### config.mk
export PLATFORM = sky130hd
export DESIGN_NAME = ppm_frame_decoder
export DESIGN_NICKNAME = d
export VERILOG_FILES = /design/src/hw/rtl/ppmfd_pkg.sv /design/src/hw/rtl/ppmfd_ctrl.sv /design/src/hw/rtl/ppmfd_datapath.sv /design/src/hw/rtl/ppm_frame_decoder.sv
export VERILOG_INCLUDE_DIRS = /design/src /design/src/hw/rtl
export SDC_FILE = /design/constraint.sdc
export NUM_CORES = 1
export LEC_CHECK = 0
export BUFFER_PORTS_ARGS = -buffer_cell sky130_fd_sc_hd__buf_2
export CORE_AREA = 3 3 174 176
export DETAILED_ROUTE_END_ITERATION = 16
export DIE_AREA = 0 0 177 179
export PLACE_DENSITY = 0.88
export SLEW_MARGIN = 5
export SYNTH_ARGS = -nofsm -noshare
export SYNTH_HDL_FRONTEND = slang
export SYNTH_SLANG_ARGS = --single-unit
export TNS_END_PERCENT = 5
### constraint.sdc
create_clock -name clock -period 11.7 [get_ports clock]
set_input_delay 1.17 -clock clock [delete_from_list [all_inputs] [get_ports clock]]
set_output_delay 1.17 -clock clock [all_outputs]
set_load 0.05 [all_outputs]
### src/hw/rtl/ppm_frame_decoder_defines.svh
// ----------------------------------------------------------------------------
// ppm frame decoder assertion macros
// concurrent checks on the clock and reset of the decoder top level
// ----------------------------------------------------------------------------
`ifndef PPM_FRAME_DECODER_DEFINES_SVH
`define PPM_FRAME_DECODER_DEFINES_SVH

`ifndef SYNTH
`define PPMFD_ASSERT(name, prop) \
   name: assert property (@(posedge clock) disable iff (reset) prop) \
      else $error("ppm frame decoder check failed");
`define PPMFD_ASSERT_RST(name, prop) \
   name: assert property (@(posedge clock) prop) \
      else $error("ppm frame decoder reset check failed");
`else
`define PPMFD_ASSERT(name, prop)
`define PPMFD_ASSERT_RST(name, prop)
`endif

`endif

### src/hw/rtl/ppmfd_pkg.sv
// ----------------------------------------------------------------------------
// ppm frame decoder package
// shared sizes, register indexes and controller/datapath interface types
// ----------------------------------------------------------------------------
package ppmfd_pkg;

   localparam int MAX_CHANNELS = 8;
   localparam int IDX_W        = (MAX_CHANNELS > 1) ? $clog2(MAX_CHANNELS) : 1;
   localparam int CNT_W        = $clog2(MAX_CHANNELS + 1);

   localparam int TIME_W       = 32;
   localparam int WIDTH_W      = 16;
   localparam int CHAN_NUM_W   = 4;
   localparam int CSR_IDX_W    = 2;
   localparam int CSR_DATA_W   = 16;
   localparam int REQ_DATA_W   = 32;
   localparam int RSP_DATA_W   = 24;

   localparam logic [WIDTH_W-1:0]    IDLE_WIDTH      = 16'd1500;
   localparam logic [WIDTH_W-1:0]    WIDTH_CAP       = 16'hFFFF;
   localparam logic [CHAN_NUM_W-1:0] RST_CHAN_COUNT  = 4'd0;
   localparam logic [WIDTH_W-1:0]    RST_SYNC_GAP    = 16'd3500;
   localparam logic [WIDTH_W-1:0]    RST_MIN_WIDTH   = 16'd800;
   localparam logic [WIDTH_W-1:0]    RST_MAX_WIDTH   = 16'd2200;

   typedef enum logic [CSR_IDX_W-1:0] {
      REG_CHANNEL_COUNT = 2'd0,
      REG_SYNC_GAP      = 2'd1,
      REG_MIN_WIDTH     = 2'd2,
      REG_MAX_WIDTH     = 2'd3
   } reg_index_type;

   typedef struct packed {
      logic             take_edge;
      logic             capture;
      logic             commit;
      logic             emit;
      logic             emit_last;
      logic [CNT_W-1:0] emit_idx;
   } cmd_type;

   typedef struct packed {
      logic             is_sync;
      logic             slots_nonzero;
      logic             out_free;
      logic [CNT_W-1:0] chans;
   } status_type;

endpackage

### src/hw/rtl/ppmfd_ctrl.sv
// ----------------------------------------------------------------------------
// ppm frame decoder controller
// sequences edge intake, gap evaluation and the per-channel beat emission
// ----------------------------------------------------------------------------
module ppmfd_ctrl (
   input  logic                 clock,
   input  logic                 reset,
   input  logic                 req_tvalid,
   output logic                 req_tready,
   input  ppmfd_pkg::status_type status,
   output ppmfd_pkg::cmd_type    cmd
);

   typedef enum logic [1:0] {
      ST_IDLE,
      ST_EVAL,
      ST_EMIT
   } state_type;

   state_type                   state_ff, state_in;
   logic [ppmfd_pkg::CNT_W-1:0] emit_idx_ff, emit_idx_in;
   logic [ppmfd_pkg::CNT_W-1:0] idx_next;

   assign idx_next   = emit_idx_ff + ppmfd_pkg::CNT_W'(1);
   assign req_tready = (state_ff == ST_IDLE);

   always_comb begin
      state_in      = state_ff;
      emit_idx_in   = emit_idx_ff;
      cmd           = '0;
      cmd.emit_idx  = emit_idx_ff;
      case (state_ff)
         ST_IDLE: begin
            if (req_tvalid) begin
               cmd.take_edge = 1'b1;
               state_in      = ST_EVAL;
            end
         end
         ST_EVAL: begin
            emit_idx_in = '0;
            if (status.is_sync) begin
               cmd.commit = 1'b1;
               if (status.slots_nonzero && (status.chans != '0)) begin
                  state_in = ST_EMIT;
               end else begin
                  state_in = ST_IDLE;
               end
            end else begin
               cmd.capture = 1'b1;
               state_in    = ST_IDLE;
            end
         end
         ST_EMIT: begin
            if (status.out_free) begin
               cmd.emit      = 1'b1;
               cmd.emit_last = (idx_next == status.chans);
               emit_idx_in   = idx_next;
               if (idx_next == status.chans) begin
                  state_in = ST_IDLE;
               end
            end
         end
         default: begin
            state_in = ST_IDLE;
         end
      endcase
   end

   always_ff @(posedge clock) begin
      if (reset) begin
         state_ff    <= ST_IDLE;
         emit_idx_ff <= '0;
      end else begin
         state_ff    <= state_in;
         emit_idx_ff <= emit_idx_in;
      end
   end

endmodule

### src/hw/rtl/ppmfd_datapath.sv
// ----------------------------------------------------------------------------
// ppm frame decoder datapath
// settings, edge delta, width clamp, capture and stable slots, output beat
// ----------------------------------------------------------------------------
module ppmfd_datapath (
   input  logic                                clock,
   input  logic                                reset,
   input  logic                                csr_wr_en,
   input  logic [ppmfd_pkg::CSR_IDX_W-1:0]     csr_index,
   input  logic [ppmfd_pkg::CSR_DATA_W-1:0]    csr_wdata,
   input  logic [ppmfd_pkg::TIME_W-1:0]        edge_time,
   input  ppmfd_pkg::cmd_type                  cmd,
   output ppmfd_pkg::status_type               status,
   input  logic                                rsp_ready,
   output logic                                rsp_valid,
   output logic [ppmfd_pkg::CHAN_NUM_W-1:0]    rsp_number,
   output logic [ppmfd_pkg::WIDTH_W-1:0]       rsp_value,
   output logic                                rsp_last
);

   logic [ppmfd_pkg::CHAN_NUM_W-1:0] chan_count_ff;
   logic [ppmfd_pkg::WIDTH_W-1:0]    sync_gap_ff;
   logic [ppmfd_pkg::WIDTH_W-1:0]    min_width_ff;
   logic [ppmfd_pkg::WIDTH_W-1:0]    max_width_ff;

   logic [ppmfd_pkg::TIME_W-1:0]     prev_edge_ff;
   logic [ppmfd_pkg::TIME_W-1:0]     delta_ff;
   logic [ppmfd_pkg::CNT_W-1:0]      slot_idx_ff;
   logic [ppmfd_pkg::WIDTH_W-1:0]    capture_ff [ppmfd_pkg::MAX_CHANNELS];
   logic [ppmfd_pkg::WIDTH_W-1:0]    stable_ff  [ppmfd_pkg::MAX_CHANNELS];

   logic                             rsp_valid_ff, rsp_valid_in;
   logic [ppmfd_pkg::CHAN_NUM_W-1:0] rsp_number_ff;
   logic [ppmfd_pkg::WIDTH_W-1:0]    rsp_value_ff;
   logic                             rsp_last_ff;

   logic [ppmfd_pkg::CNT_W-1:0]      chans;
   logic [ppmfd_pkg::CNT_W-1:0]      copy_n;
   logic [ppmfd_pkg::WIDTH_W-1:0]    sat_width;
   logic [ppmfd_pkg::WIDTH_W-1:0]    low_width;
   logic [ppmfd_pkg::WIDTH_W-1:0]    clamp_width;

   always_comb begin
      if (ppmfd_pkg::CNT_W'(chan_count_ff) > ppmfd_pkg::CNT_W'(ppmfd_pkg::MAX_CHANNELS)) begin
         chans = ppmfd_pkg::CNT_W'(ppmfd_pkg::MAX_CHANNELS);
      end else begin
         chans = ppmfd_pkg::CNT_W'(chan_count_ff);
      end
   end

   assign copy_n = (slot_idx_ff > chans) ? chans : slot_idx_ff;

   // saturate, raise to the lower clamp, then lower to the upper clamp
   assign sat_width   = (|delta_ff[ppmfd_pkg::TIME_W-1:ppmfd_pkg::WIDTH_W]) ?
                        ppmfd_pkg::WIDTH_CAP : delta_ff[ppmfd_pkg::WIDTH_W-1:0];
   assign low_width   = (sat_width < min_width_ff) ? min_width_ff : sat_width;
   assign clamp_width = (low_width > max_width_ff) ? max_width_ff : low_width;

   assign status.is_sync       = (delta_ff >= ppmfd_pkg::TIME_W'(sync_gap_ff));
   assign status.slots_nonzero = (slot_idx_ff != '0);
   assign status.out_free      = !rsp_valid_ff || rsp_ready;
   assign status.chans         = chans;

   always_ff @(posedge clock) begin
      if (reset) begin
         chan_count_ff <= ppmfd_pkg::RST_CHAN_COUNT;
         sync_gap_ff   <= ppmfd_pkg::RST_SYNC_GAP;
         min_width_ff  <= ppmfd_pkg::RST_MIN_WIDTH;
         max_width_ff  <= ppmfd_pkg::RST_MAX_WIDTH;
      end else if (csr_wr_en) begin
         case (csr_index)
            ppmfd_pkg::REG_CHANNEL_COUNT: begin
               chan_count_ff <= csr_wdata[ppmfd_pkg::CHAN_NUM_W-1:0];
            end
            ppmfd_pkg::REG_SYNC_GAP: begin
               sync_gap_ff <= csr_wdata[ppmfd_pkg::WIDTH_W-1:0];
            end
            ppmfd_pkg::REG_MIN_WIDTH: begin
               min_width_ff <= csr_wdata[ppmfd_pkg::WIDTH_W-1:0];
            end
            ppmfd_pkg::REG_MAX_WIDTH: begin
               max_width_ff <= csr_wdata[ppmfd_pkg::WIDTH_W-1:0];
            end
            default: begin
            end
         endcase
      end
   end

   always_ff @(posedge clock) begin
      if (reset) begin
         prev_edge_ff <= '0;
         slot_idx_ff  <= '0;
         for (int i = 0; i < ppmfd_pkg::MAX_CHANNELS; i++) begin
            capture_ff[i] <= ppmfd_pkg::IDLE_WIDTH;
            stable_ff[i]  <= ppmfd_pkg::IDLE_WIDTH;
         end
      end else begin
         if (cmd.take_edge) begin
            prev_edge_ff <= edge_time;
         end
         if (cmd.capture && (slot_idx_ff < chans)) begin
            capture_ff[slot_idx_ff[ppmfd_pkg::IDX_W-1:0]] <= clamp_width;
            slot_idx_ff <= slot_idx_ff + ppmfd_pkg::CNT_W'(1);
         end
         if (cmd.commit) begin
            for (int i = 0; i < ppmfd_pkg::MAX_CHANNELS; i++) begin
               if (ppmfd_pkg::CNT_W'(i) < copy_n) begin
                  stable_ff[i] <= capture_ff[i];
               end
            end
            slot_idx_ff <= '0;
         end
      end
   end

   always_ff @(posedge clock) begin
      if (cmd.take_edge) begin
         delta_ff <= edge_time - prev_edge_ff;
      end
   end

   assign rsp_valid_in = cmd.emit ? 1'b1 : (rsp_ready ? 1'b0 : rsp_valid_ff);

   always_ff @(posedge clock) begin
      if (reset) begin
         rsp_valid_ff <= 1'b0;
      end else begin
         rsp_valid_ff <= rsp_valid_in;
      end
   end

   always_ff @(posedge clock) begin
      if (cmd.emit) begin
         rsp_number_ff <= ppmfd_pkg::CHAN_NUM_W'(cmd.emit_idx + ppmfd_pkg::CNT_W'(1));
         rsp_value_ff  <= stable_ff[cmd.emit_idx[ppmfd_pkg::IDX_W-1:0]];
         rsp_last_ff   <= cmd.emit_last;
      end
   end

   assign rsp_valid  = rsp_valid_ff;
   assign rsp_number = rsp_number_ff;
   assign rsp_value  = rsp_value_ff;
   assign rsp_last   = rsp_last_ff;

endmodule

### src/hw/rtl/ppm_frame_decoder.sv
// ----------------------------------------------------------------------------
// ppm frame decoder
// Each req beat carries the microsecond timestamp of one stream edge. The
// gap from the previous edge either captures one clamped channel width
// while slots remain or, at or above the sync gap, commits the captured
// frame and, if any width was captured, sends one rsp beat per configured
// channel, tlast on the final one. Timing: an edge is taken in the idle
// cycle and its gap is evaluated in the next cycle. The emit sequencer
// reloads the output register once per cycle, one beat each, while the
// receiver keeps tready high; the first rsp beat is loaded in the emit
// state that follows the evaluation of the committing req beat. A receiver
// stall holds the current rsp beat and pauses emission; req tready stays
// low until the last beat of the frame is loaded. Reset returns the
// settings to their defaults, clears the slot index and previous edge and
// fills both slot stores with 1500. Settings are to be written on the csr
// port only while the block is idle; the block does not enforce this.
// ----------------------------------------------------------------------------
`include "ppm_frame_decoder_defines.svh"

module ppm_frame_decoder (
   input  logic                                 clock,
   input  logic                                 reset,
   // csr write port
   input  logic                                 csr_wr_en,
   input  logic [ppmfd_pkg::CSR_IDX_W-1:0]      csr_index,
   input  logic [ppmfd_pkg::CSR_DATA_W-1:0]     csr_wdata,
   // edge beats
   input  logic                                 req_tvalid,
   output logic                                 req_tready,
   input  logic [ppmfd_pkg::REQ_DATA_W-1:0]     req_tdata,  // edge_time_us[31:0]
   // channel beats
   output logic                                 rsp_tvalid,
   input  logic                                 rsp_tready,
   output logic [ppmfd_pkg::RSP_DATA_W-1:0]     rsp_tdata,  // channel_number[3:0], channel_value[19:4], zero pad
   output logic                                 rsp_tlast   // last_channel
);

   ppmfd_pkg::cmd_type                 cmd;
   ppmfd_pkg::status_type              status;
   logic [ppmfd_pkg::CHAN_NUM_W-1:0]   rsp_number;
   logic [ppmfd_pkg::WIDTH_W-1:0]      rsp_value;

   ppmfd_ctrl u_ctrl (
      .clock      (clock),
      .reset      (reset),
      .req_tvalid (req_tvalid),
      .req_tready (req_tready),
      .status     (status),
      .cmd        (cmd)
   );

   ppmfd_datapath u_datapath (
      .clock      (clock),
      .reset      (reset),
      .csr_wr_en  (csr_wr_en),
      .csr_index  (csr_index),
      .csr_wdata  (csr_wdata),
      .edge_time  (req_tdata[ppmfd_pkg::TIME_W-1:0]),
      .cmd        (cmd),
      .status     (status),
      .rsp_ready  (rsp_tready),
      .rsp_valid  (rsp_tvalid),
      .rsp_number (rsp_number),
      .rsp_value  (rsp_value),
      .rsp_last   (rsp_tlast)
   );

   assign rsp_tdata = {
      (ppmfd_pkg::RSP_DATA_W - ppmfd_pkg::WIDTH_W - ppmfd_pkg::CHAN_NUM_W)'(0),
      rsp_value,
      rsp_number
   };

   `PPMFD_ASSERT(a_emit_free, (cmd.emit |-> (!rsp_tvalid || rsp_tready)))
   `PPMFD_ASSERT(a_no_emit_idle, (req_tready |-> !cmd.emit))
   `PPMFD_ASSERT(a_last_idle, ((cmd.emit && cmd.emit_last) |=> req_tready))
   `PPMFD_ASSERT_RST(a_reset_clear, (reset |=> (!rsp_tvalid && req_tready)))

endmodule
# ---- After elaboration in Yosys (flattened, before gate mapping)
# Memory sizes are Yosys's and may differ from the RTL's. A register that Yosys moved wholly into a read port is not among the register bits.
# Cells that the tools add are included.
# Widths: inputs -> output; s select.
dict set report op_classes {
  n_reduce_logical 20
  bitwise_logic 8
  eq_ne 9
  n_lt_le_gt_ge 14
  n_addsub 3
  mux 70
}
# operator n
set ops {}
lappend ops {{$mux 16} 12}
lappend ops {{$mux 1} 44}
lappend ops {{$ge 32x16->1} 1}
lappend ops {{$reduce_or 16->1} 2}
lappend ops {{$sub 32x32->32} 1}
lappend ops {{$gt 16x16->1} 1}
lappend ops {{$lt 16x16->1} 1}
lappend ops {{$lt 3x4->1 const A} 4}
lappend ops {{$mux 2} 8}
lappend ops {{$mux 4} 3}
lappend ops {{$reduce_and 2->1} 6}
lappend ops {{$add 4x1->4 const B} 2}
lappend ops {{$lt 1x4->1 const A} 2}
lappend ops {{$lt 2x4->1 const A} 2}
lappend ops {{$or 1x1->1} 8}
lappend ops {{$pmux 4 s2} 1}
lappend ops {{$reduce_bool 4->1} 2}
lappend ops {{$eq 2x2->1 const B} 3}
lappend ops {{$pmux 2 s3} 1}
lappend ops {{$eq 2x1->1 const B} 2}
lappend ops {{$eq 4x4->1} 1}
lappend ops {{$gt 4x4->1} 1}
lappend ops {{$gt 4x4->1 const B} 1}
lappend ops {{$logic_not 2->1} 2}
lappend ops {{10 further kinds} 13}
dict set report word_totals {
  reg_bits 132
  mem_count 2
  elab_cells 138
  out_inout_bits 27
  mem_bits_rw 256
  in_bits 55
}
# memory words word_bits read_ports rd_clocked_by_memory_dff write_ports line_no
set mem_list {}
lappend mem_list {u_datapath.capture_ff 8 16 8 0 8 ppmfd_datapath.sv:29} ;# logic [ppmfd_pkg::WIDTH_W-1:0] capture_ff [ppmfd_pkg::MAX_CHANNELS];
lappend mem_list {u_datapath.stable_ff 8 16 1 1 8 ppmfd_datapath.sv:30} ;# logic [ppmfd_pkg::WIDTH_W-1:0] stable_ff [ppmfd_pkg::MAX_CHANNELS];

# ---- Longest topological paths before layout
dict set report depth {
  word_depth 10
  mapped_depth 23
  depth_no_buf 20
}

# ---- Modules after synthesis
# From an unflattened synthesis, not the netlist that was laid out.
dict set report unflattened {
  cells_unflattened 1662
  hier_area_um2 19294.8
}
# mod seq_area_each_um2 cells_each n_inst area_per_inst_um2
set modules_own_cells {}
lappend modules_own_cells {ppmfd_datapath 10740.3 1600 1 18831.8}
lappend modules_own_cells {ppmfd_ctrl 120.1 57 1 429.2}
lappend modules_own_cells {ppm_frame_decoder 0.0 5 1 33.8}

# ---- Worst setup path after synthesis
# OpenSTA, ideal clock, no wires.
dict set report synth_path {
  path_kind {reg2reg}
  startpoint {register u_datapath.delta_ff[25] (netlist bit)}
  endpoint {memory u_datapath.capture_ff[0][12] (netlist bit) (data pin)}
  setup_ns 0.269
  path_slack_ns 6.285
  period_less_slack_ns 5.415
  n_path_buf 3
  path_stages_with_launch 22
  required_time_ns 11.431
  arrival_time_ns 5.147
  path_cell_list {edfxtp_1 -> nor4_1 -> nand4_2 -> clkbuf_1 -> or2_2 -> ha_1 -> nand2_1 -> o31ai_1 -> a2111oi_0 -> o21ai_0 -> a32oi_2 -> buf_6 -> mux2i_1 -> inv_1 -> ha_1 -> a21o_1 -> a21oi_1 -> or3_1 -> a31oi_2 -> buf_2 -> mux2i_2 -> nor2_1}
}
# element line_no
set synth_rtl {}
lappend synth_rtl {{start, declared} ppmfd_datapath.sv:27} ;# logic [ppmfd_pkg::TIME_W-1:0] delta_ff;
lappend synth_rtl {{start signal, assigned} ppmfd_datapath.sv:119} ;# delta_ff <= edge_time - prev_edge_ff;
lappend synth_rtl {{end, declared} ppmfd_datapath.sv:29}

==> qor_table.md <==
| Stage | Metric | This run |
|---|---|---|
| layout | Multi-input combinational cell area | 0.00759 mm^2 |
| timing | Max Transition Viols Final | 0 |
| clock tree | Insertion delay of the later-clocked pin in the worst-skew pair | 0.55 ns |
| setup path | Crit path capture type | flip-flop |
| timing | Fin Setup TNS | 0 ns |
| clock tree | Number of clock buffers inserted by TritonCTS | 41 |
| timing | Fin crit share | 0.588 |
| timing | Number of hold-slack violations in the final timing report | 0 |
| route | Vias/cell | 6.14 |
| floorplan | Die span in x | 177 um |
| timing | Final count of negative-setup-slack endpoints | 0 |
| layout | Fraction of the core area covered by cells at the end of the flow | 0.737 |
| timing | Headroom to the max-slew limit | 0.112 |
| setup path | Startpoint class of the critical path | flip-flop |
| yosys | Syn Std Cell Area | 0.0192 mm^2 |
| yosys | Share of synthesized area occupied by flip-flops and latches | 0.566 |
| setup path | Crit path largest cell delay | 0.91 ns |
| route | Count of TritonRoute iterations in the first routing pass | 7 |
| clock tree | Clock tree from TritonCTS | built |
| setup path | Cell type of the slowest stage on the worst timing path | sky130_fd_sc_hd__a32oi_2 |
| clock tree | Reg clk slew, reported paths | 0.06 ns |
| timing | Setup repair after global routing missed its margin | no |
| layout | Area added between synthesis and finish | 10.7% |
| timing | Slew at the pin closest to its max-slew limit | 1.33 ns |
| global routing | Grt total ovfl | 0 |
| run | Maxcap violations | 0 |
| timing | Minimum period implied by the final worst setup slack | 6.88 ns |
| yosys | Mean instance size in the synthesized netlist | 11.2 um^2 |
| route | Final wirelength | 45.3 mm |
| pwr | Worst supply voltage drop on vdd | 0.000119 V |
| run status | Status | completed |
| clock tree | Clock root buffer | sky130_fd_sc_hd__clkbuf_16 |
| global routing | Largest net degree at the start of global routing | 94 |
| clock tree | CTS hold repair buffers | 0 |
| floorplan | Floorplan die height | 179 um |
| pwr | Static Leak | 7.57 nW |
| layout | Leading cell types in the layout, fill and taps excluded | sky130_fd_sc_hd__nand2_1 (292), sky130_fd_sc_hd__edfxtp_1 (277), sky130_fd_sc_hd__nor2_1 (126), sky130_fd_sc_hd__dfxtp_1 (126), sky130_fd_sc_hd__inv_1 (120) |
| timing | Max Clock Skew | 0.0288 ns |
| yosys | Number of synthesis warnings | 0 |
| route | Initial DRC count | 1,327 |
| layout | Final-layout fill cell count | 1,832 |
| route | Number of antenna-violating nets in the routed design | 0 |
| route | Drt wl/cell | 20.8 um |
| yosys | EDFF count, synth | 277 |
| layout | Most common cell after layout, fill and taps aside | sky130_fd_sc_hd__nand2_1 |
| pwr | Power per cell area | 151 mW/mm^2 |
| setup path | Data arrival time at the worst-slack endpoint | 7.14 ns |
| place | Buffers on Ports | 77 |
| layout | ANT cells | 0 |
| yosys | Number of synthesized register bits | 404 |
| setup path | WP data required | 11.96 ns |
| route | Drc violations | 0 |
| floorplan | Total Die Area | 0.0317 mm^2 |
| global routing | GRT Util Overall | 0.292 |
| worst hold path | Worst hold path class | reg2reg |
| clock tree | Max Root-Sink Buffers | 3 |
| layout | Post-layout nets | 1,909 |
| clock tree | H-tree depth | 2 |
| setup path | Cell Chain, Critical Path | nor4_1 -> nand4_2 -> or2_2 -> ha_1 -> nand3_1 -> o31ai_1 -> a2111oi_0 -> o21ai_0 -> a32oi_2 -> mux2_2 -> ha_1 -> a21o_1 -> a21o_1 -> a21oi_1 -> or3_1 -> a31oi_4 -> mux2i_2 -> nor2_1 |
| floorplan | Row count | 62 |
| global routing | Initial antenna violation count | 1 |
| place | Total placed instance area | 0.0199 mm^2 |
| clock tree | Setup bufs post-CTS | 0 |
| floorplan | Ports placed on the boundary | 82 |
| global routing | Number of global-route vias before repair | 13,600 |
| layout | Final std cell area, no fill | 0.0212 mm^2 |
| yosys | Proportion of register bits with asynchronous set or reset after synthesis | 0 |
| layout | Area taken by flip-flops and latches | 0.0109 mm^2 |
| layout | Fraction of final layout cells sized beyond drive strength 1 | 0.147 |
| setup path | Classification of the worst setup path | reg2reg |
| place | Final Wtd Congestion | 0.912 |
| yosys | Top FF cell, synth | sky130_fd_sc_hd__edfxtp_1 |
| floorplan | Initial standard-cell utilization of the core | 0.666 |
| route | Total number of vias | 13,400 |
| yosys | Count of different cell masters after synthesis | 81 |
| clock tree | CTS Sinks | 404 |
| clock tree | Resize count post-CTS | 0 |
| global routing | Wire length of the first global-routing pass | 71.8 mm |
| place | DP HPWL | 29.8 mm |
| yosys | Synthesized instance count | 1,712 |
| floorplan | Area inside the core boundary | 0.0288 mm^2 |
| setup path | Max FO, Critical Path | 31 |
| timing | Maximum clock rate | 145 MHz |
==> flip-flops by register name, indices dropped and copies added (netlist names) <==
register,count
u_datapath.rsp_valid,1
u_datapath.delta_ff,32
u_datapath.capture_ff,128
u_datapath.min_width_ff,16
u_ctrl.state_ff,2
u_datapath.stable_ff,128
u_datapath.rsp_last,1
u_datapath.prev_edge_ff,32
u_datapath.sync_gap_ff,16
u_datapath.max_width_ff,16
u_datapath.chan_count_ff,4
u_datapath.slot_idx_ff,4
u_datapath.rsp_value,16
u_ctrl.emit_idx_ff,4
u_datapath.rsp_number,4
==> report_power, final <==
part | switching (W) | total [W] | internal, W
sequential | 0.0000204 | 0.00159 | 0.00157
combinational | 0.000173 | 0.000269 | 0.0000964
clock | 0.000542 | 0.00133 | 0.000790
total | 0.000735 | 0.00319 | 0.00246
==> metrics by stage <==
step	hold WS (ns)	total power, W	worst slack, ns	instances
after floorplan	0.436	0.00181	6.28	1715
after global placement	0.441	0.00187	5.07	2109
after detailed placement	0.448	0.00189	4.80	2109
after CTS	0.456	0.00320	4.80	2184
after global routing	0.472	0.00328	4.25	2184
final	0.452	0.00319	4.82	2184
==> path summary, 6_finish.rpt <==
kind / slack (ns) / from / cells past startpoint / to
setup reg to reg: 4.82 / u_datapath.delta_ff[25] / 18 / u_datapath.capture_ff[1][11]
hold reg to reg: 0.45 / u_datapath.prev_edge_ff[10] / 2 / u_datapath.prev_edge_ff[10]
setup / recovery: 4.82 / u_datapath.delta_ff[25] / 18 / u_datapath.capture_ff[1][11]
hold / removal: 0.45 / u_datapath.prev_edge_ff[10] / 2 / u_datapath.prev_edge_ff[10]
==> cell type report <==
cell class,instances,area share
flip-flops and latches,404,0.512
multi-input cells,1111,0.358
clock buffers,55,0.0532
clock inverters,20,0.0110
inverters,122,0.0216
repair buffers,88,0.0222
well taps,384,0.0226
==> layer usage <==
metal | vias up | part of all wire | GRT usage
met2 | 671 | 0.51 | 0.520
met3 | 140 | 0.080 | 0.0449
li1 | 6119 | - | -
met5 | - | 0.00029 | 0
met1 | 6477 | 0.37 | 0.357
met4 | 2 | 0.038 | 0.120
==> synth_stat cells, types with 4 or more instances <==
master	n	area (um^2)
sky130_fd_sc_hd__a21o_1	28	210
sky130_fd_sc_hd__and3_1	21	131
sky130_fd_sc_hd__nor3b_1	10	75.1
sky130_fd_sc_hd__nand3_1	13	65.1
sky130_fd_sc_hd__xnor2_1	23	201
sky130_fd_sc_hd__a211oi_2	6	75.1
sky130_fd_sc_hd__or2_2	23	144
sky130_fd_sc_hd__a31oi_1	5	31.3
sky130_fd_sc_hd__buf_1	10	37.5
sky130_fd_sc_hd__mux2i_1	32	320
sky130_fd_sc_hd__o211ai_1	20	150
sky130_fd_sc_hd__o21a_1	8	60.1
sky130_fd_sc_hd__nor2b_1	21	131
sky130_fd_sc_hd__buf_2	5	25.0
sky130_fd_sc_hd__o21ai_0	28	140
sky130_fd_sc_hd__or2b_1	14	105
sky130_fd_sc_hd__edfxtp_1	277	8320
sky130_fd_sc_hd__xor2_1	11	96.3
sky130_fd_sc_hd__nor3_1	8	40.0
sky130_fd_sc_hd__nand3b_1	8	60.1
sky130_fd_sc_hd__mux2_2	9	101
sky130_fd_sc_hd__clkbuf_1	51	191
sky130_fd_sc_hd__o211a_1	7	70.1
sky130_fd_sc_hd__and2_1	37	231
sky130_fd_sc_hd__dfxtp_1	127	2540
sky130_fd_sc_hd__nor2_1	127	477
sky130_fd_sc_hd__or3_1	11	68.8
sky130_fd_sc_hd__o21a_2	7	61.3
sky130_fd_sc_hd__mux4_2	32	721
sky130_fd_sc_hd__inv_1	121	454
sky130_fd_sc_hd__nand2b_1	23	144
sky130_fd_sc_hd__mux2i_2	6	82.6
sky130_fd_sc_hd__nand4_1	13	81.3
sky130_fd_sc_hd__a21oi_1	103	515
sky130_fd_sc_hd__nand2_1	292	1100
sky130_fd_sc_hd__ha_1	85	1060
sky130_fd_sc_hd__a22oi_1	4	30.0
sky130_fd_sc_hd__a211oi_1	9	67.6
sky130_fd_sc_hd__nor4_1	9	56.3
sky130_fd_sc_hd__buf_4	6	45.0
==> worst max-delay path, delay by kind of cell, from the launching register on <==
kind,cells,cell delay [ns]
AOI/OAI and AO/OA,8,2.74
adders and majority gates,2,0.61
DFF,1,0.35
muxes,2,1.03
and+or+nand+nor,6,1.85
==> kinds of logic (layout without fill, tap and decap cells) <==
| logic type | count (synthesis) | after routing | synth area share |
|---|---|---|---|
| buffers and inverters | 200 | 285 | 0.0420 |
| multiplexers | 83 | 83 | 0.0678 |
| AO/OA/AOI/OAI | 264 | 264 | 0.0950 |
| flip-flops | 404 | 404 | 0.566 |
| AND/OR/NAND/NOR | 640 | 640 | 0.157 |
| other | 1 | 4 | 0.000196 |
| adder cells (fa/ha/maj) | 86 | 86 | 0.0565 |
| XOR/XNOR | 34 | 34 | 0.0155 |
(Power assumes the default switching activity.)
